$ cat src/hdl/cossim_pkg.sv
`timescale 1ns / 1ps
// ----------------------------------------------------------------------------
// Cosine similarity package
// Shared widths, sequencer states and the command bundle that runs the
// datapath.
// ----------------------------------------------------------------------------
package cossim_pkg;

  localparam int ELEM_W    = 16;          // element width
  localparam int SIM_W     = 16;          // Q1.15 result width
  localparam int QUO_W     = 31;          // quotient of dot^2 * 2^30 / norm product
  localparam int DIV_STEPS = QUO_W - 1;   // the top quotient bit is set at load
  localparam int ROOT_W    = 16;          // integer root of the quotient

  localparam logic [SIM_W-1:0] SIM_MAX = {1'b0, {(SIM_W-1){1'b1}}};

  // Width of a sum of squares that can hold max_len full-scale squares.
  function automatic int sq_width(input int max_len);
    return 2 * ELEM_W - 1 + $clog2(max_len);
  endfunction

  typedef enum logic [3:0] {
    ST_IDLE,
    ST_LD_DOT,
    ST_MUL_DOT,
    ST_LD_NRM,
    ST_MUL_NRM,
    ST_DIV_LD,
    ST_DIV,
    ST_SQ_LD,
    ST_SQRT,
    ST_FIN
  } state_t;

  typedef struct packed {
    logic accum;
    logic mul_load_dot;
    logic mul_load_nrm;
    logic mul_step;
    logic div_load;
    logic div_step;
    logic sqrt_load;
    logic sqrt_step;
    logic finish;
  } dp_cmd_t;

endpackage

$ cat src/hdl/cosine_similarity.sv
`timescale 1ns / 1ps
// ----------------------------------------------------------------------------
// Cosine similarity
// Streams element pairs of two vectors and reports their cosine similarity
// as Q1.15 on the final pair.
// ----------------------------------------------------------------------------
//
//  Channel   Handshake            Payload
//  --------  -------------------  -----------------------------------------
//  element   start, busy          elem_a, elem_b, last_elem
//  result    done (strobe)        similarity, zero_norm, overflow
//
//  An element beat is taken on every cycle with start high and busy low.
//  Beats without last_elem keep busy low. The final beat holds busy high
//  through two bit-serial multiplies, a 30-step divider and a 16-step
//  root. done pulses in the same cycle that busy falls, and a new beat may
//  be taken in that same cycle. Reset clears the sums; done is never held.
//
module cosine_similarity import cossim_pkg::*; #(
  parameter int MAX_LEN = 512
) (
  input  logic                     clk,
  input  logic                     rst,
  input  logic                     start,
  output logic                     busy,
  input  logic signed [ELEM_W-1:0] elem_a,
  input  logic signed [ELEM_W-1:0] elem_b,
  input  logic                     last_elem,
  output logic                     done,
  output logic signed [SIM_W-1:0]  similarity,
  output logic                     zero_norm,
  output logic                     overflow
);

  dp_cmd_t          cmd;
  logic [SIM_W-1:0] sim_c;
  logic             zero_norm_c;
  logic             overflow_c;

  cossim_ctrl #(
    .MAX_LEN (MAX_LEN)
  ) u_ctrl (
    .clk       (clk),
    .rst       (rst),
    .start     (start),
    .last_elem (last_elem),
    .busy      (busy),
    .cmd       (cmd)
  );

  cossim_dp #(
    .MAX_LEN (MAX_LEN)
  ) u_dp (
    .clk       (clk),
    .rst       (rst),
    .cmd       (cmd),
    .elem_a    (elem_a),
    .elem_b    (elem_b),
    .sim       (sim_c),
    .zero_norm (zero_norm_c),
    .overflow  (overflow_c)
  );

  always_ff @(posedge clk) begin
    if (rst) begin
      done <= 1'b0;
    end else begin
      done <= cmd.finish;
    end
  end

  always_ff @(posedge clk) begin
    if (cmd.finish) begin
      similarity <= $signed(sim_c);
      zero_norm  <= zero_norm_c;
      overflow   <= overflow_c;
    end
  end

endmodule

$ cat src/hdl/cossim_ctrl.sv
`timescale 1ns / 1ps
// ----------------------------------------------------------------------------
// Cosine similarity controller
// Takes element beats and, on the final one, steps the datapath through the
// two serial multiplies, the division and the square root.
// ----------------------------------------------------------------------------
module cossim_ctrl import cossim_pkg::*; #(
  parameter int MAX_LEN = 512
) (
  input  logic    clk,
  input  logic    rst,
  input  logic    start,
  input  logic    last_elem,
  output logic    busy,
  output dp_cmd_t cmd
);

  localparam int SQ_W     = sq_width(MAX_LEN);
  localparam int MAXSTEP0 = (SQ_W > DIV_STEPS) ? SQ_W : DIV_STEPS;
  localparam int MAXSTEP  = (MAXSTEP0 > ROOT_W) ? MAXSTEP0 : ROOT_W;
  localparam int STEP_W   = $clog2(MAXSTEP);

  state_t            state, state_next;
  logic [STEP_W-1:0] step_cnt, step_cnt_next;

  always_ff @(posedge clk) begin
    if (rst) begin
      state    <= ST_IDLE;
      step_cnt <= '0;
    end else begin
      state    <= state_next;
      step_cnt <= step_cnt_next;
    end
  end

  always_comb begin
    state_next    = state;
    step_cnt_next = step_cnt;
    cmd           = '0;
    busy          = 1'b1;
    case (state)
      ST_IDLE: begin
        busy      = 1'b0;
        cmd.accum = start;
        if (start && last_elem) begin
          state_next = ST_LD_DOT;
        end
      end
      ST_LD_DOT: begin
        cmd.mul_load_dot = 1'b1;
        step_cnt_next    = STEP_W'(SQ_W - 1);
        state_next       = ST_MUL_DOT;
      end
      ST_MUL_DOT: begin
        cmd.mul_step  = 1'b1;
        step_cnt_next = step_cnt - 1'b1;
        if (step_cnt == '0) begin
          state_next = ST_LD_NRM;
        end
      end
      ST_LD_NRM: begin
        cmd.mul_load_nrm = 1'b1;
        step_cnt_next    = STEP_W'(SQ_W - 1);
        state_next       = ST_MUL_NRM;
      end
      ST_MUL_NRM: begin
        cmd.mul_step  = 1'b1;
        step_cnt_next = step_cnt - 1'b1;
        if (step_cnt == '0) begin
          state_next = ST_DIV_LD;
        end
      end
      ST_DIV_LD: begin
        cmd.div_load  = 1'b1;
        step_cnt_next = STEP_W'(DIV_STEPS - 1);
        state_next    = ST_DIV;
      end
      ST_DIV: begin
        cmd.div_step  = 1'b1;
        step_cnt_next = step_cnt - 1'b1;
        if (step_cnt == '0) begin
          state_next = ST_SQ_LD;
        end
      end
      ST_SQ_LD: begin
        cmd.sqrt_load = 1'b1;
        step_cnt_next = STEP_W'(ROOT_W - 1);
        state_next    = ST_SQRT;
      end
      ST_SQRT: begin
        cmd.sqrt_step = 1'b1;
        step_cnt_next = step_cnt - 1'b1;
        if (step_cnt == '0) begin
          state_next = ST_FIN;
        end
      end
      ST_FIN: begin
        cmd.finish = 1'b1;
        state_next = ST_IDLE;
      end
      default: begin
        state_next = ST_IDLE;
      end
    endcase
  end

endmodule

$ cat src/hdl/cossim_dp.sv
`timescale 1ns / 1ps
// ----------------------------------------------------------------------------
// Cosine similarity datapath
// Accumulators for the dot product and both square sums, a shared
// shift-add multiplier, a restoring divider and a bit-by-bit square root.
// ----------------------------------------------------------------------------
module cossim_dp import cossim_pkg::*; #(
  parameter int MAX_LEN = 512
) (
  input  logic                     clk,
  input  logic                     rst,
  input  dp_cmd_t                  cmd,
  input  logic signed [ELEM_W-1:0] elem_a,
  input  logic signed [ELEM_W-1:0] elem_b,
  output logic        [SIM_W-1:0]  sim,
  output logic                     zero_norm,
  output logic                     overflow
);

  localparam int SQ_W  = sq_width(MAX_LEN);
  localparam int DOT_W = SQ_W + 1;
  localparam int PW    = 2 * SQ_W;
  localparam int CNT_W = $clog2(MAX_LEN + 2);

  logic signed [DOT_W-1:0]    dot_sum;
  logic        [SQ_W-1:0]     square_sum_a;
  logic        [SQ_W-1:0]     square_sum_b;
  logic        [CNT_W-1:0]    element_count;

  logic signed [2*ELEM_W-1:0] prod_ab, prod_aa, prod_bb;
  logic                       dot_neg;
  logic        [DOT_W-1:0]    dot_abs;

  logic        [SQ_W-1:0]     mcand, mop;
  logic        [PW-1:0]       macc, dot2;
  logic        [PW-1:0]       rem;
  logic        [PW:0]         rem2;
  logic        [QUO_W-1:0]    quo;
  logic        [ROOT_W-1:0]   root, bitm, trial;
  logic        [2*ROOT_W-1:0] trial_sq;

  assign prod_ab = elem_a * elem_b;
  assign prod_aa = elem_a * elem_a;
  assign prod_bb = elem_b * elem_b;

  // Pairs beyond MAX_LEN are dropped and the count parks one above it.
  always_ff @(posedge clk) begin
    if (rst || cmd.finish) begin
      dot_sum       <= '0;
      square_sum_a  <= '0;
      square_sum_b  <= '0;
      element_count <= '0;
    end else if (cmd.accum) begin
      if (element_count < CNT_W'(MAX_LEN)) begin
        dot_sum       <= dot_sum + DOT_W'(prod_ab);
        square_sum_a  <= square_sum_a + SQ_W'($unsigned(prod_aa));
        square_sum_b  <= square_sum_b + SQ_W'($unsigned(prod_bb));
        element_count <= element_count + 1'b1;
      end else begin
        element_count <= CNT_W'(MAX_LEN + 1);
      end
    end
  end

  assign dot_neg = dot_sum[DOT_W-1];
  assign dot_abs = dot_neg ? $unsigned(-dot_sum) : $unsigned(dot_sum);

  // MSB-first shift-add multiplier; the product of the norms stays in macc
  // and serves as the divisor afterwards.
  always_ff @(posedge clk) begin
    if (cmd.mul_load_dot) begin
      mcand <= dot_abs[SQ_W-1:0];
      mop   <= dot_abs[SQ_W-1:0];
      macc  <= '0;
    end else if (cmd.mul_load_nrm) begin
      dot2  <= macc;
      mcand <= square_sum_a;
      mop   <= square_sum_b;
      macc  <= '0;
    end else if (cmd.mul_step) begin
      macc <= {macc[PW-2:0], 1'b0} + (mop[SQ_W-1] ? PW'(mcand) : '0);
      mop  <= {mop[SQ_W-2:0], 1'b0};
    end
  end

  // Restoring division of dot^2 * 2^30 by the norm product. Since the
  // quotient never exceeds 2^30, its top bit is settled at load.
  assign rem2 = {rem, 1'b0};

  always_ff @(posedge clk) begin
    if (cmd.div_load) begin
      if (dot2 >= macc) begin
        rem <= dot2 - macc;
        quo <= QUO_W'(1);
      end else begin
        rem <= dot2;
        quo <= '0;
      end
    end else if (cmd.div_step) begin
      if (rem2 >= {1'b0, macc}) begin
        rem <= PW'(rem2 - {1'b0, macc});
        quo <= {quo[QUO_W-2:0], 1'b1};
      end else begin
        rem <= rem2[PW-1:0];
        quo <= {quo[QUO_W-2:0], 1'b0};
      end
    end
  end

  // Integer square root, one result bit per cycle from the top.
  assign trial    = root | bitm;
  assign trial_sq = trial * trial;

  always_ff @(posedge clk) begin
    if (cmd.sqrt_load) begin
      root <= '0;
      bitm <= {1'b1, {(ROOT_W-1){1'b0}}};
    end else if (cmd.sqrt_step) begin
      if (trial_sq <= (2*ROOT_W)'(quo)) begin
        root <= trial;
      end
      bitm <= {1'b0, bitm[ROOT_W-1:1]};
    end
  end

  assign zero_norm = (square_sum_a == '0) || (square_sum_b == '0);
  assign overflow  = element_count > CNT_W'(MAX_LEN);

  // Exactly minus one survives as the most negative code; plus one saturates.
  always_comb begin
    if (zero_norm) begin
      sim = '0;
    end else if (dot_neg) begin
      sim = SIM_W'('0 - root);
    end else if (root[ROOT_W-1]) begin
      sim = SIM_MAX;
    end else begin
      sim = SIM_W'(root);
    end
  end

endmodule

$ cat config.mk
export PLATFORM = sky130hd
export DESIGN_NAME = cosine_similarity
export DESIGN_NICKNAME = d
export VERILOG_FILES = /design/src/hdl/cossim_pkg.sv /design/src/hdl/cosine_similarity.sv /design/src/hdl/cossim_ctrl.sv /design/src/hdl/cossim_dp.sv
export SDC_FILE = /design/constraint.sdc
export NUM_CORES = 2
export LEC_CHECK = 0
export ABC_CLOCK_PERIOD_IN_PS = 8800
export BUFFER_PORTS_ARGS = -buffer_cell sky130_fd_sc_hd__buf_4
export CORE_ASPECT_RATIO = 0.8
export CORE_MARGIN = 5
export CORE_UTILIZATION = 60
export CTS_CLUSTER_SIZE = 24
export DETAILED_ROUTE_END_ITERATION = 6
export GPL_ROUTABILITY_DRIVEN = 0
export PLACE_DENSITY = 0.86
export SYNTH_ARGS = -nofsm -noshare
export SYNTH_HDL_FRONTEND = slang
export SYNTH_HIERARCHICAL = 1
export SYNTH_SLANG_ARGS = --single-unit
$ cat constraint.sdc
create_clock -name clk -period 8.8 [get_ports clk]
set_clock_uncertainty 0.1 [all_clocks]
set_input_delay 1.76 -clock clk [delete_from_list [all_inputs] [get_ports clk]]
set_output_delay 1.76 -clock clk [all_outputs]
set_load 0.01 [all_outputs]
==> flow_summary.json <==
{
  "status": "finished, violations left",
  "violations": "design-rule violations, max-capacitance violations, max-slew violations, negative setup slack",
  "synthAdderAreaFrac_pct": 37.2,
  "yosysUniqueCellTypes": 100,
  "setup_ws_ps": -191,
  "dieArea_um2": 134000,
  "period_minus_slack_ps": 8990,
  "slowest_stage": "fa_1",
  "hold_depth": 0,
  "hold_viol": 0,
  "synth_common_cells": "inv_1, fa_1, nand2_1",
  "dp_hpwl_um": 178000,
  "fill_cells": 8537,
  "row_count": 116,
  "routed_wl_um": 233000,
  "fin_crit_sh_pct": 102,
  "drt_iter0_drc": 8957,
  "drv_slew": 3,
  "postRouteAntennaNets": 0,
  "rsz0062_at_grt": "yes",
  "synth_edf_count": 289,
  "ys_seq_area_share_pct": 18.1,
  "ios": 56,
  "crit_buf_inv": 7,
  "chipWidth_um": 408,
  "clk_pin_slew_ps": 60,
  "r2r_cells": 37,
  "cts_hold_buffers": 0,
  "dpl_worst_slack_ps": -759,
  "finalSetupViolCount": 28,
  "synthesis.area_um2": 76000,
  "path_class": "primary input to flop",
  "via_per_inst": 6.28,
  "cts_tree": "yes",
  "critPathRequiredTime_ps": 9230,
  "yosys_warnings": 6,
  "synthCells": 8686,
  "synth-seq-cells": 543,
  "worst_slew_pin_slew_ps": 1570,
  "synthMuxAreaShare_pct": 0.863,
  "numPortBuffers": 55,
  "root_buffer": "clkbuf_16",
  "cp_max_fo": 12,
  "path_common_cell": "fa_1",
  "cp_data_arrival_time_ps": 9420,
  "synth_fp_nets": 10400,
  "slew-limit-headroom_pct": -5.06,
  "drt_first_pass_iters": 7,
  "cts.sinks": 543,
  "synth-xor-area-share_pct": 5.52,
  "fp.dieH_um": 328,
  "critPathLaunchType": "primary input",
  "yosysMostFrequentCell": "inv_1",
  "critPathCaptureType": "flop",
  "final_nets": 10800,
  "path_delay_family": "adder cells",
  "cts_max_level": 2,
  "yosysTopAreaCellShare_pct": 25.8,
  "ys.flop_type": "edfxtp_1",
  "antenna_found_initial": 12,
  "yosys.area_share.simple_pct": 14.7,
  "grt-ovfl-total": 0,
  "clk_latency_ps": 680,
  "core_area_um2": 125000,
  "cp_slowest_stage_delay_ps": 570,
  "ys_async_sr_fraction_pct": 0,
  "drc": 24,
  "first_global_vias": 68300,
  "grt_max_degree": 139,
  "clock_path_buffers": 3,
  "area_delta_synth_final_pct": 13.3,
  "vias": 68100,
  "numCtsBuffers": 59,
  "fmax_mhz": 111,
  "yosys.area.top_type": "fa_1",
  "synth_top_family_by_area": "adder cells",
  "avgRoutedWirePerCell_um": 21.5,
  "worst-path-stages": 40,
  "drv_cap": 1,
  "avgSynthCellArea_um2": 8.75,
  "yosys-top-cells-area": "fa_1, edfxtp_1, ha_1",
  "final_area_um2": 86100,
  "grt_pass1_wl_um": 357000,
  "hold_class": "flop to flop",
  "layout-drive-gt1-share_pct": 13.6,
  "initial_core_util_pct": 60.6,
  "synth_compound_area_share_pct": 14.8,
  "dpl_cell_area_um2": 82600,
  "track_usage_pct": 32.6
}
-- layer usage --
layer	global-route usage [%]	routed length, um	vias to the layer above
li1	-	-	29500
met1	43.5	87400	32600
met2	50.1	101000	4860
met3	10.4	33100	1116
met4	12.4	12000	14
met5	0	98	-
-- through the flow --
stage	util [%]	instances	TNS (ps)	hold WS, ps
6_report	68.6	10800	-2130	349
5_1_grt	68.6	10800	-9320	360
4_1_cts	67.7	10800	0	346
3_5_place_dp	65.9	10700	-24640	338
3_3_place_gp	65.9	10700	-13070	312
2_1_floorplan	-	8686	-645	308
-- logic make-up (layout without fill, tap and decap cells) --
group	Yosys count	after routing
adder cells (fa/ha/maj)	1669	1669
XOR/XNOR	479	479
buffers and inverters	1772	2263
other	0	8
multiplexers	64	64
AO/OA/AOI/OAI	1755	1755
AND/OR/NAND/NOR	2404	2404
flip-flops	543	543
-- layout make-up --
cell class | instances | area (um^2) | share of cell area [%]
inverters | 1410 | 5330 | 6.19
flip-flops and latches | 543 | 13800 | 16.0
repair buffers | 742 | 5900 | 6.85
multi-input cells | 6371 | 56900 | 66.2
clock inverters | 42 | 470 | 0.547
diodes | 8 | 20.0 | 0.0233
clock buffers | 69 | 1570 | 1.82
well taps | 1652 | 2070 | 2.40
-- final timing paths --
path,from,end,slack [ps]
worst max-delay path,elem_a[4],u_dp/square_sum_a[39],-190
worst min register to register,u_dp/macc[41],u_dp/dot2[41],350
worst max register to register,u_dp/bitm[10],u_dp/root[14],-100
worst min-delay path,u_dp/macc[41],u_dp/dot2[41],350
-- registers in the layout, indices dropped and copies added, names as in the netlist --
signal              cells
u_dp/bitm              16
u_dp/quo               31
u_dp/rem               80
u_ctrl/state            4
u_dp/element_count     10
overflow                1
u_dp/square_sum_b      40
u_dp/mcand             40
u_ctrl/step_cnt         6
u_dp/dot2              80
similarity             16
u_dp/dot_sum           41
u_dp/root              16
u_dp/square_sum_a      40
zero_norm               1
done                    1
u_dp/macc              80
u_dp/mop               40
-- cell usage in the layout (no fill, tap or decap), types with 93 or more instances in the layout --
cell type / n
inv_1: 1354
nor2b_1: 95
and2_1: 217
buf_4: 695
xnor2_1: 300
a21oi_1: 560
o21ai_0: 236
nand2_1: 889
nor2_1: 561
fa_1: 959
dfxtp_1: 238
ha_1: 649
a211oi_1: 133
a31oi_1: 93
a21o_1: 221
edfxtp_1: 289
xor2_1: 169
nand3_1: 105
-- repair_timing --
action                                  in CTS  in global routing
pin swaps                                   32                204
endpoints found under the setup margin      18                 48
gates resized for setup                     41                258
buffers inserted                             8                 39
cloned                                       1                  0
Power is left out: the tool's default activity adds up to more than one toggle a clock period on the data nets, which glitch-free logic cannot reach.
